$ cat config.mk
export PLATFORM = sky130hd
export DESIGN_NAME = strict_priority_call_dispatcher_top
export DESIGN_NICKNAME = d
export VERILOG_FILES = /design/src/spcd_pkg.sv /design/src/spcd_ctrl.sv /design/src/spcd_dp.sv /design/src/strict_priority_call_dispatcher_top.sv
export SDC_FILE = /design/constraint.sdc
export NUM_CORES = 2
export LEC_CHECK = 0
export ABC_CLOCK_PERIOD_IN_PS = 4300
export BUFFER_PORTS_ARGS = -buffer_cell sky130_fd_sc_hd__buf_2
export CAP_MARGIN = 20
export CORE_ASPECT_RATIO = 2
export CORE_MARGIN = 1
export CORE_UTILIZATION = 30
export CTS_CLUSTER_SIZE = 12
export DETAILED_ROUTE_END_ITERATION = 7
export GPL_ROUTABILITY_DRIVEN = 1
export PLACE_DENSITY = 0.5
export REMOVE_ABC_BUFFERS = 1
export SYNTH_ARGS = -nofsm -noshare
export SYNTH_HDL_FRONTEND = slang
export SYNTH_SLANG_ARGS = --single-unit
$ cat constraint.sdc
create_clock -name i_clk -period 4.3 [get_ports i_clk]
set_clock_uncertainty 0.2 [all_clocks]
set_input_delay 0.645 -clock i_clk [delete_from_list [all_inputs] [get_ports i_clk]]
set_output_delay 0.645 -clock i_clk [all_outputs]
set_load 0.01 [all_outputs]
$ cat src/spcd_pkg.sv
// Shared package for the strict-priority call dispatcher.
// Holds field widths, operation and report codes, and controller types.
// No dependencies; every other file refers to it by scoped names.
package spcd_pkg;

    localparam int DEF_CLASS_COUNT = 4;
    localparam int DEF_QUEUE_DEPTH = 16;

    localparam int OP_W    = 2;
    localparam int ID_W    = 8;
    localparam int CLASS_W = 2;
    localparam int SVC_W   = 16;
    localparam int KIND_W  = 2;
    localparam int TICK_W  = 32;
    localparam int ENTRY_W = ID_W + SVC_W;

    localparam logic [OP_W-1:0] OP_BEGIN  = 2'd0;
    localparam logic [OP_W-1:0] OP_ARRIVE = 2'd1;
    localparam logic [OP_W-1:0] OP_END    = 2'd2;

    localparam logic [KIND_W-1:0] KIND_TICK   = 2'd0;
    localparam logic [KIND_W-1:0] KIND_ARRIVE = 2'd1;
    localparam logic [KIND_W-1:0] KIND_DROP   = 2'd2;
    localparam logic [KIND_W-1:0] KIND_ANSWER = 2'd3;

    typedef enum logic {
        ST_IDLE,
        ST_ANSWER
    } t_state;

    typedef enum logic [2:0] {
        CMD_NONE,
        CMD_BEGIN,
        CMD_ARRIVE,
        CMD_TICK,
        CMD_DISPATCH,
        CMD_ANSWER
    } t_cmd;

    typedef struct packed {
        logic server_idle;
        logic any_waiting;
    } t_status;

endpackage

$ cat src/spcd_ctrl.sv
// Controller state machine of the call dispatcher.
// Decodes accepted operations into datapath commands; uses spcd_pkg.
// Adds an answer state when an end tick dispatches a waiting call.
module spcd_ctrl (
    input  logic                      i_clk,
    input  logic                      i_rst_n,
    input  logic                      start,
    input  logic [spcd_pkg::OP_W-1:0] i_op,
    input  spcd_pkg::t_status         i_status,
    output logic                      o_busy,
    output spcd_pkg::t_cmd            o_cmd
);

    spcd_pkg::t_state r_state;
    spcd_pkg::t_state n_state;
    logic             can_dispatch;

    assign can_dispatch = i_status.server_idle && i_status.any_waiting;

    always_ff @(posedge i_clk) begin
        if (!i_rst_n) begin
            r_state <= spcd_pkg::ST_IDLE;
        end else begin
            r_state <= n_state;
        end
    end

    always_comb begin
        n_state = r_state;
        unique case (r_state)
            spcd_pkg::ST_IDLE: begin
                if (start && (i_op == spcd_pkg::OP_END) && can_dispatch) begin
                    n_state = spcd_pkg::ST_ANSWER;
                end
            end
            spcd_pkg::ST_ANSWER: begin
                n_state = spcd_pkg::ST_IDLE;
            end
            default: begin
                n_state = spcd_pkg::ST_IDLE;
            end
        endcase
    end

    always_comb begin
        o_cmd  = spcd_pkg::CMD_NONE;
        o_busy = 1'b0;
        unique case (r_state)
            spcd_pkg::ST_IDLE: begin
                if (start) begin
                    unique case (i_op)
                        spcd_pkg::OP_BEGIN:  o_cmd = spcd_pkg::CMD_BEGIN;
                        spcd_pkg::OP_ARRIVE: o_cmd = spcd_pkg::CMD_ARRIVE;
                        spcd_pkg::OP_END: begin
                            o_cmd = can_dispatch ? spcd_pkg::CMD_DISPATCH
                                                 : spcd_pkg::CMD_TICK;
                        end
                        default: o_cmd = spcd_pkg::CMD_NONE;
                    endcase
                end
            end
            spcd_pkg::ST_ANSWER: begin
                o_busy = 1'b1;
                o_cmd  = spcd_pkg::CMD_ANSWER;
            end
            default: begin
                o_cmd = spcd_pkg::CMD_NONE;
            end
        endcase
    end

endmodule

$ cat src/spcd_dp.sv
// Datapath of the call dispatcher: per-class FIFO pointers, the call store,
// the server busy count, the tick counter and the report register.
// Driven by commands from spcd_ctrl; uses spcd_pkg.
module spcd_dp #(
    parameter int CLASS_COUNT = spcd_pkg::DEF_CLASS_COUNT,
    parameter int QUEUE_DEPTH = spcd_pkg::DEF_QUEUE_DEPTH
) (
    input  logic                          i_clk,
    input  logic                          i_rst_n,
    input  spcd_pkg::t_cmd                i_cmd,
    input  logic [spcd_pkg::ID_W-1:0]     i_caller_id,
    input  logic [spcd_pkg::CLASS_W-1:0]  i_caller_class,
    input  logic [spcd_pkg::SVC_W-1:0]    i_service_time,
    output spcd_pkg::t_status             o_status,
    output logic                          o_valid,
    output logic [spcd_pkg::KIND_W-1:0]   o_kind,
    output logic [spcd_pkg::TICK_W-1:0]   o_tick_number,
    output logic [spcd_pkg::ID_W-1:0]     o_who,
    output logic [spcd_pkg::CLASS_W-1:0]  o_which_class
);

    localparam int CW    = $clog2(CLASS_COUNT);
    localparam int PW    = $clog2(QUEUE_DEPTH);
    localparam int FW    = $clog2(QUEUE_DEPTH + 1);
    localparam int DEPTH = CLASS_COUNT * QUEUE_DEPTH;
    localparam int AW    = $clog2(DEPTH);

    logic [FW-1:0] r_fill [CLASS_COUNT];
    logic [PW-1:0] r_head [CLASS_COUNT];
    logic [PW-1:0] r_tail [CLASS_COUNT];

    logic [spcd_pkg::ENTRY_W-1:0] r_mem [DEPTH];
    logic [spcd_pkg::ENTRY_W-1:0] r_rd_data;
    logic [CW-1:0]                r_disp_cls;

    logic [spcd_pkg::SVC_W-1:0]   r_busy_left;
    logic [spcd_pkg::TICK_W-1:0]  r_tick_count;

    logic                         r_valid;
    logic [spcd_pkg::KIND_W-1:0]  r_kind;
    logic [spcd_pkg::TICK_W-1:0]  r_tick_number;
    logic [spcd_pkg::ID_W-1:0]    r_who;
    logic [spcd_pkg::CLASS_W-1:0] r_which_class;

    logic [CW-1:0] pick_cls;
    logic          any_waiting;
    logic [CW-1:0] arr_cls;
    logic          arr_drop;
    logic [AW-1:0] wr_addr;
    logic [AW-1:0] rd_addr;
    logic [spcd_pkg::SVC_W-1:0] ans_svc;

    function automatic logic [PW-1:0] next_slot(input logic [PW-1:0] ptr);
        return (ptr == PW'(QUEUE_DEPTH - 1)) ? '0 : ptr + PW'(1);
    endfunction

    function automatic logic [spcd_pkg::SVC_W-1:0] dec_sat(
        input logic [spcd_pkg::SVC_W-1:0] val
    );
        return (val == '0) ? '0 : val - spcd_pkg::SVC_W'(1);
    endfunction

    // The highest-numbered non-empty class wins.
    always_comb begin
        pick_cls    = '0;
        any_waiting = 1'b0;
        for (int c = 0; c < CLASS_COUNT; c++) begin
            if (r_fill[c] != '0) begin
                pick_cls    = CW'(c);
                any_waiting = 1'b1;
            end
        end
    end

    assign arr_cls  = CW'(i_caller_class);
    assign arr_drop = (32'(i_caller_class) >= 32'(CLASS_COUNT))
                   || (r_fill[arr_cls] == FW'(QUEUE_DEPTH));
    assign wr_addr  = AW'(arr_cls) * AW'(QUEUE_DEPTH) + AW'(r_tail[arr_cls]);
    assign rd_addr  = AW'(pick_cls) * AW'(QUEUE_DEPTH) + AW'(r_head[pick_cls]);
    assign ans_svc  = r_rd_data[spcd_pkg::SVC_W-1:0];

    assign o_status.server_idle = (r_busy_left == '0);
    assign o_status.any_waiting = any_waiting;

    always_ff @(posedge i_clk) begin
        if ((i_cmd == spcd_pkg::CMD_ARRIVE) && !arr_drop) begin
            r_mem[wr_addr] <= {i_caller_id, i_service_time};
        end
        if (i_cmd == spcd_pkg::CMD_DISPATCH) begin
            r_rd_data  <= r_mem[rd_addr];
            r_disp_cls <= pick_cls;
        end
    end

    always_ff @(posedge i_clk) begin
        if (!i_rst_n) begin
            for (int c = 0; c < CLASS_COUNT; c++) begin
                r_fill[c] <= '0;
                r_head[c] <= '0;
                r_tail[c] <= '0;
            end
            r_busy_left  <= '0;
            r_tick_count <= '0;
            r_valid      <= 1'b0;
        end else begin
            r_valid <= 1'b0;
            unique case (i_cmd)
                spcd_pkg::CMD_BEGIN: begin
                    r_valid       <= 1'b1;
                    r_kind        <= spcd_pkg::KIND_TICK;
                    r_tick_number <= r_tick_count;
                    r_who         <= '0;
                    r_which_class <= '0;
                end
                spcd_pkg::CMD_ARRIVE: begin
                    r_valid       <= 1'b1;
                    r_kind        <= arr_drop ? spcd_pkg::KIND_DROP : spcd_pkg::KIND_ARRIVE;
                    r_tick_number <= r_tick_count;
                    r_who         <= i_caller_id;
                    r_which_class <= i_caller_class;
                    if (!arr_drop) begin
                        r_tail[arr_cls] <= next_slot(r_tail[arr_cls]);
                        r_fill[arr_cls] <= r_fill[arr_cls] + FW'(1);
                    end
                end
                spcd_pkg::CMD_TICK: begin
                    r_busy_left  <= dec_sat(r_busy_left);
                    r_tick_count <= r_tick_count + spcd_pkg::TICK_W'(1);
                end
                spcd_pkg::CMD_DISPATCH: begin
                    r_head[pick_cls] <= next_slot(r_head[pick_cls]);
                    r_fill[pick_cls] <= r_fill[pick_cls] - FW'(1);
                end
                spcd_pkg::CMD_ANSWER: begin
                    r_valid       <= 1'b1;
                    r_kind        <= spcd_pkg::KIND_ANSWER;
                    r_tick_number <= r_tick_count;
                    r_who         <= r_rd_data[spcd_pkg::ENTRY_W-1:spcd_pkg::SVC_W];
                    r_which_class <= spcd_pkg::CLASS_W'(r_disp_cls);
                    r_busy_left   <= dec_sat(ans_svc);
                    r_tick_count  <= r_tick_count + spcd_pkg::TICK_W'(1);
                end
                default: begin
                    r_valid <= 1'b0;
                end
            endcase
        end
    end

    assign o_valid       = r_valid;
    assign o_kind        = r_kind;
    assign o_tick_number = r_tick_number;
    assign o_who         = r_who;
    assign o_which_class = r_which_class;

    // A call is only taken from a queue while the server is idle.
    a_dispatch_idle: assert property (@(posedge i_clk) disable iff (!i_rst_n)
        (i_cmd == spcd_pkg::CMD_DISPATCH) |-> (r_busy_left == '0) && any_waiting)
        else $error("dispatch while server busy or all queues empty");

    // Every answer cycle produces an answer report on the next cycle.
    a_answer_report: assert property (@(posedge i_clk) disable iff (!i_rst_n)
        (i_cmd == spcd_pkg::CMD_ANSWER)
        |=> o_valid && (o_kind == spcd_pkg::KIND_ANSWER))
        else $error("answer cycle without answer report");

    // An end tick that dispatches nothing produces no report.
    a_tick_silent: assert property (@(posedge i_clk) disable iff (!i_rst_n)
        (i_cmd == spcd_pkg::CMD_TICK) |=> !o_valid)
        else $error("report after an end tick without dispatch");

    // The tick counter advances only on end ticks.
    a_tick_advance: assert property (@(posedge i_clk) disable iff (!i_rst_n)
        (i_cmd == spcd_pkg::CMD_BEGIN || i_cmd == spcd_pkg::CMD_ARRIVE)
        |=> $stable(r_tick_count))
        else $error("tick counter moved outside an end tick");

endmodule

$ cat src/strict_priority_call_dispatcher_top.sv
// Top level of the strict-priority call dispatcher.
// Instantiates spcd_ctrl and spcd_dp; uses spcd_pkg.
//
// Channel   Direction  Handshake                      Fields
// command   in         start high, busy low           i_op, i_caller_id, i_caller_class,
//                                                      i_service_time
// report    out        o_valid, one cycle, no stall   o_kind, o_tick_number, o_who,
//                                                      o_which_class
//
// Begin tick, arrival and an end tick that dispatches nothing complete as they are accepted.
// An end tick that dispatches then enters an answer state that reads the call store's
// registered port, and busy is high during it.
// A report appears in the cycle after the edge that completes its command.
// Reset is synchronous and empties all queues and zeroes busy and tick counts;
// the call store contents are undefined after reset and need no clearing.
// The receiver cannot stall, so each report is transferred in its one cycle.
module strict_priority_call_dispatcher_top #(
    parameter int CLASS_COUNT = spcd_pkg::DEF_CLASS_COUNT,
    parameter int QUEUE_DEPTH = spcd_pkg::DEF_QUEUE_DEPTH
) (
    input  logic                          i_clk,
    input  logic                          i_rst_n,
    input  logic                          start,
    output logic                          busy,
    input  logic [spcd_pkg::OP_W-1:0]     i_op,
    input  logic [spcd_pkg::ID_W-1:0]     i_caller_id,
    input  logic [spcd_pkg::CLASS_W-1:0]  i_caller_class,
    input  logic [spcd_pkg::SVC_W-1:0]    i_service_time,
    output logic                          o_valid,
    output logic [spcd_pkg::KIND_W-1:0]   o_kind,
    output logic [spcd_pkg::TICK_W-1:0]   o_tick_number,
    output logic [spcd_pkg::ID_W-1:0]     o_who,
    output logic [spcd_pkg::CLASS_W-1:0]  o_which_class
);

    spcd_pkg::t_cmd    cmd;
    spcd_pkg::t_status status;

    spcd_ctrl u_ctrl (
        .i_clk    (i_clk),
        .i_rst_n  (i_rst_n),
        .start    (start),
        .i_op     (i_op),
        .i_status (status),
        .o_busy   (busy),
        .o_cmd    (cmd)
    );

    spcd_dp #(
        .CLASS_COUNT (CLASS_COUNT),
        .QUEUE_DEPTH (QUEUE_DEPTH)
    ) u_dp (
        .i_clk          (i_clk),
        .i_rst_n        (i_rst_n),
        .i_cmd          (cmd),
        .i_caller_id    (i_caller_id),
        .i_caller_class (i_caller_class),
        .i_service_time (i_service_time),
        .o_status       (status),
        .o_valid        (o_valid),
        .o_kind         (o_kind),
        .o_tick_number  (o_tick_number),
        .o_who          (o_who),
        .o_which_class  (o_which_class)
    );

endmodule

==> run_summary.xml <==
<?xml version="1.0" encoding="UTF-8"?>
<metrics>
  <group name="worst_setup_path">
    <metric name="timing.critical_path.fanout_max" unit="">45</metric>
    <metric name="setup.worst_path.end_class" unit="">register</metric>
    <metric name="crit_arrival" unit="ns">4.70</metric>
    <metric name="reg2regPathDepth" unit="">11</metric>
    <metric name="critPathLaunchType" unit="">register</metric>
    <metric name="critPathKind" unit="">reg -&gt; reg</metric>
    <metric name="worst-endpoint-required" unit="ns">4.78</metric>
  </group>
  <group name="floorplanning">
    <metric name="ioPinCount" unit="">77</metric>
    <metric name="die-area" unit="µm²">231900</metric>
    <metric name="chipHeight" unit="µm">680.0</metric>
    <metric name="initial_utilization" unit="">0.3019</metric>
    <metric name="rows" unit="">248</metric>
    <metric name="core-area" unit="µm²">228400</metric>
    <metric name="chipWidth" unit="µm">341.0</metric>
  </group>
  <group name="sta">
    <metric name="hold_ws" unit="ns">0.06024</metric>
    <metric name="worst_pin_slew" unit="ns">1.163</metric>
    <metric name="post-route-worst-setup-slack" unit="ns">0.07716</metric>
    <metric name="timing.final.hold_violations" unit="">0</metric>
    <metric name="final_setup_violation_count" unit="">0</metric>
    <metric name="fin_setup_tns" unit="ns">0</metric>
    <metric name="post-route-min-period" unit="ns">4.223</metric>
    <metric name="final.period_utilization" unit="">0.9821</metric>
    <metric name="final-max-slew-violation-count" unit="">0</metric>
    <metric name="grt_setup_unrepaired" unit="">false</metric>
    <metric name="max_slew_margin" unit="">0.2249</metric>
    <metric name="fmax" unit="GHz">0.2368</metric>
  </group>
  <group name="min_path">
    <metric name="min_delay_path_depth" unit="">1</metric>
    <metric name="min_path_type" unit="">in -&gt; reg</metric>
  </group>
  <group name="global_routing">
    <metric name="globalRouteOverflowTotal" unit="">0</metric>
    <metric name="grt_pass1_wl" unit="mm">336.8</metric>
    <metric name="global_route.usage.total" unit="">0.2045</metric>
    <metric name="grt_pass1_vias" unit="">43320</metric>
    <metric name="grt_max_degree" unit="">89</metric>
    <metric name="grt_antenna_before_repair" unit="">19</metric>
  </group>
  <group name="routing">
    <metric name="remaining_drc_errors" unit="">0</metric>
    <metric name="finalWirelength" unit="mm">242.1</metric>
    <metric name="wl_per_cell" unit="µm">30.97</metric>
    <metric name="via_count" unit="">43060</metric>
    <metric name="viasPerCell" unit="">5.507</metric>
    <metric name="first_pass_iteration_count_of_the_detailed_router" unit="">7</metric>
    <metric name="detail-route-antenna-nets" unit="">0</metric>
    <metric name="detailedRoute.firstIterationViolations" unit="">3892</metric>
  </group>
  <group name="clock_network">
    <metric name="clkLatencyLatePin" unit="ns">0.84</metric>
    <metric name="clkSlewWorstSetupHoldPaths" unit="ns">0.06</metric>
    <metric name="cts.sinks" unit="">1708</metric>
    <metric name="cts-buffers-inserted" unit="">171</metric>
    <metric name="htree_levels" unit="">4</metric>
    <metric name="tritoncts" unit="">done</metric>
    <metric name="clk_tree_root_cell" unit="">sky130_fd_sc_hd__clkbuf_16</metric>
    <metric name="cts.path.max_buffers" unit="">4</metric>
  </group>
  <group name="synth">
    <metric name="yosys_register_bits" unit="">1708</metric>
    <metric name="fraction_of_registers_with_async_set_or_reset_after_synthesis" unit="">0</metric>
    <metric name="syn_area_per_cell" unit="µm²">15.44</metric>
    <metric name="postSynthCellCount" unit="">4466</metric>
    <metric name="ys.flop_type" unit="">sky130_fd_sc_hd__edfxtp_1</metric>
    <metric name="synthDominantAreaCellType" unit="">sky130_fd_sc_hd__edfxtp_1</metric>
    <metric name="synthDistinctLibCells" unit="">79</metric>
    <metric name="synth_edf_count" unit="">1658</metric>
    <metric name="yosysSeqAreaShare" unit="">0.7365</metric>
    <metric name="synthTopCellsByArea" unit="">sky130_fd_sc_hd__edfxtp_1, sky130_fd_sc_hd__mux4_2, sky130_fd_sc_hd__o21ai_0</metric>
    <metric name="post-synth-top-area-fraction" unit="">0.7220</metric>
    <metric name="synthesis.yosys.warnings" unit="">0</metric>
    <metric name="post_syn_area" unit="µm²">68960</metric>
  </group>
  <group name="placed_design">
    <metric name="hpwlAfterDp" unit="mm">160.2</metric>
    <metric name="port_buffers" unit="">76</metric>
    <metric name="finalWeightedCongestion" unit="">0.8600</metric>
    <metric name="dp_worst_setup_slack" unit="ns">-0.3000</metric>
    <metric name="place_inst" unit="">7571</metric>
    <metric name="placed_area" unit="µm²">76260</metric>
  </group>
  <group name="layout">
    <metric name="design.final.nets" unit="">4785</metric>
    <metric name="cell_area_after_layout" unit="µm²">80940</metric>
    <metric name="drive_gt1_frac" unit="">0.1997</metric>
    <metric name="final_cell_count_no_fill" unit="">7818</metric>
    <metric name="num-fill-cells" unit="">21800</metric>
    <metric name="syn2layout_area_growth" unit="%">17.38</metric>
  </group>
  <group name="power">
    <metric name="peakVddDrop" unit="mV">0.3427</metric>
    <metric name="cellLeakagePower" unit="nW">25.62</metric>
    <metric name="powerDensity" unit="nW/µm²">545.1</metric>
  </group>
  <group name="status">
    <metric name="run_status" unit="">finished clean</metric>
  </group>
  <group name="flow_run">
    <metric name="cap_violations" unit="">0</metric>
  </group>
</metrics>
[cells by family (layout without fill, tap and decap cells)]
logic type | count (synthesis) | count (layout) | share of synthesized area
other cells | 0 | 40 | 0
flops | 1708 | 1708 | 0.7365
compound gates | 1126 | 1126 | 0.1057
mux | 214 | 214 | 0.05596
buf+inv | 379 | 691 | 0.02252
fa+ha+maj | 9 | 9 | 0.001633
simple gates | 986 | 986 | 0.07212
xor+xnor | 44 | 44 | 0.005589
[per-layer routing]
metal | GRT usage | wire [µm]
met3 | 0.02188 | 10600
met4 | 0.1404 | 18630
met5 | 0 | 13
met2 | 0.3817 | 130600
met1 | 0.2126 | 82290
[Yosys cell counts, types with 6 or more instances]
cell,n
sky130_fd_sc_hd__nand2_1,212
sky130_fd_sc_hd__mux2_2,72
sky130_fd_sc_hd__a2111o_1,13
sky130_fd_sc_hd__a32o_1,10
sky130_fd_sc_hd__o32a_1,24
sky130_fd_sc_hd__edfxtp_1,1658
sky130_fd_sc_hd__nor4_1,15
sky130_fd_sc_hd__or4b_1,23
sky130_fd_sc_hd__xnor2_1,27
sky130_fd_sc_hd__and2_1,7
sky130_fd_sc_hd__buf_2,61
sky130_fd_sc_hd__xor2_1,17
sky130_fd_sc_hd__and3_1,120
sky130_fd_sc_hd__nand4_1,10
sky130_fd_sc_hd__mux4_2,130
sky130_fd_sc_hd__or3_1,12
sky130_fd_sc_hd__ha_1,9
sky130_fd_sc_hd__nand2b_1,6
sky130_fd_sc_hd__nand3_1,325
sky130_fd_sc_hd__a22oi_1,24
sky130_fd_sc_hd__buf_1,20
sky130_fd_sc_hd__o2111ai_1,14
sky130_fd_sc_hd__or4_1,7
sky130_fd_sc_hd__a31oi_1,28
sky130_fd_sc_hd__a2bb2oi_1,11
sky130_fd_sc_hd__dfxtp_1,50
sky130_fd_sc_hd__a32oi_1,49
sky130_fd_sc_hd__o21ai_1,8
sky130_fd_sc_hd__o21ai_0,343
sky130_fd_sc_hd__buf_4,9
sky130_fd_sc_hd__mux2i_1,12
sky130_fd_sc_hd__a211oi_1,145
sky130_fd_sc_hd__a2111oi_0,84
sky130_fd_sc_hd__nor2_1,192
sky130_fd_sc_hd__clkbuf_1,252
sky130_fd_sc_hd__nor3_1,18
sky130_fd_sc_hd__a21oi_1,263
sky130_fd_sc_hd__o22ai_1,29
sky130_fd_sc_hd__a22o_1,10
sky130_fd_sc_hd__a211o_1,36
sky130_fd_sc_hd__inv_1,31
[worst paths after layout]
check | to | slack, ns | from
min reg2reg | u_dp.o_tick_number[17] | 0.25 | u_dp.r_tick_count[17]
max reg2reg | u_dp.r_rd_data[3] | 0.08 | u_dp.r_fill[1][0]
min | u_dp.r_mem[37][3] | 0.06 | i_service_time[3]
max | u_dp.r_rd_data[3] | 0.08 | u_dp.r_fill[1][0]
[stage by stage]
step	utilization	power [mW]
6_report	0.3544	44.12
2_1_floorplan	-	27.83
3_5_place_dp	0.3339	36.24
4_1_cts	0.3539	44.34
3_3_place_gp	0.3338	32.47
5_1_grt	0.3543	50.69
[power breakdown]
group	leakage, nW	total [mW]	internal [mW]	switching (mW)
Combinational	8.00	11.9	4.09	7.79
Clock	2.23	13.4	7.26	6.13
Sequential	15.4	18.8	18.6	0.283
Total	25.6	44.1	29.9	14.2
[cell usage in the layout (no fill, tap or decap), types with 11 or more instances in the layout]
cell type and instances:
sky130_fd_sc_hd__a2111o_1 13, sky130_fd_sc_hd__a2111oi_0 77, sky130_fd_sc_hd__a211o_1 36, sky130_fd_sc_hd__a211oi_1 145, sky130_fd_sc_hd__a21oi_1 260, sky130_fd_sc_hd__a22oi_1 24
sky130_fd_sc_hd__a2bb2oi_1 11, sky130_fd_sc_hd__a31oi_1 27, sky130_fd_sc_hd__a32oi_1 49, sky130_fd_sc_hd__and3_1 119, sky130_fd_sc_hd__buf_12 114, sky130_fd_sc_hd__buf_2 76
sky130_fd_sc_hd__buf_4 259, sky130_fd_sc_hd__clkbuf_1 18, sky130_fd_sc_hd__clkbuf_16 176, sky130_fd_sc_hd__dfxtp_1 50, sky130_fd_sc_hd__diode_2 40, sky130_fd_sc_hd__edfxtp_1 1658
sky130_fd_sc_hd__inv_1 30, sky130_fd_sc_hd__mux2_2 72, sky130_fd_sc_hd__mux2i_1 12, sky130_fd_sc_hd__mux4_2 130, sky130_fd_sc_hd__nand2_1 212, sky130_fd_sc_hd__nand3_1 324
sky130_fd_sc_hd__nor2_1 123, sky130_fd_sc_hd__nor2_2 67, sky130_fd_sc_hd__nor3_1 18, sky130_fd_sc_hd__o2111ai_1 14, sky130_fd_sc_hd__o21ai_0 342, sky130_fd_sc_hd__o22ai_1 29
sky130_fd_sc_hd__o32a_1 24, sky130_fd_sc_hd__or3_1 12, sky130_fd_sc_hd__or4b_1 23, sky130_fd_sc_hd__xnor2_1 27, sky130_fd_sc_hd__xor2_1 17
[worst max-delay path, cell delays in order (launching register included)]
cell and delay [ns]:
sky130_fd_sc_hd__edfxtp_1 0.50, sky130_fd_sc_hd__or4_4 0.62, sky130_fd_sc_hd__o21ai_1 0.27, sky130_fd_sc_hd__nand3_4 0.16
sky130_fd_sc_hd__buf_12 0.20, sky130_fd_sc_hd__nand2_8 0.28, sky130_fd_sc_hd__buf_12 0.25, sky130_fd_sc_hd__buf_4 0.17
sky130_fd_sc_hd__a211oi_1 0.08, sky130_fd_sc_hd__o32a_1 0.34, sky130_fd_sc_hd__or4b_1 0.74, sky130_fd_sc_hd__a2bb2oi_1 0.24
[layout make-up]
| type | instances | area, µm² | share of cell area |
|---|---|---|---|
| flip-flops and latches | 1708 | 50790 | 0.6275 |
| clock inverters | 12 | 73.82 | 0.0009120 |
| multi-input cells | 2379 | 16990 | 0.2099 |
| repair buffers | 450 | 4617 | 0.05704 |
| inverters | 35 | 148.9 | 0.001840 |
| clock buffers | 194 | 4472 | 0.05525 |
| diodes | 40 | 100.1 | 0.001237 |
| well taps | 3000 | 3754 | 0.04637 |
[flip-flops by register name (all words and copies together) (netlist names), 2 cells and up]
register            cells
u_dp.r_disp_cls         2
u_dp.o_who              8
u_dp.o_which_class      2
u_dp.r_head            16
u_dp.r_rd_data         24
u_dp.o_kind             2
u_dp.o_tick_number     32
u_dp.r_busy_left       16
u_dp.r_mem           1536
u_dp.r_tick_count      32
u_dp.r_fill            20
u_dp.r_tail            16
[what timing repair did]
item | CTS | global route
setup buffers | 0 | 0
hold buffers | 1 | 0
gates resized for setup | 2 | 8
hold endpoints to repair | 10 | 0
setup endpoints to repair | 2 | 11
Power figures use the tool's default switching activity.
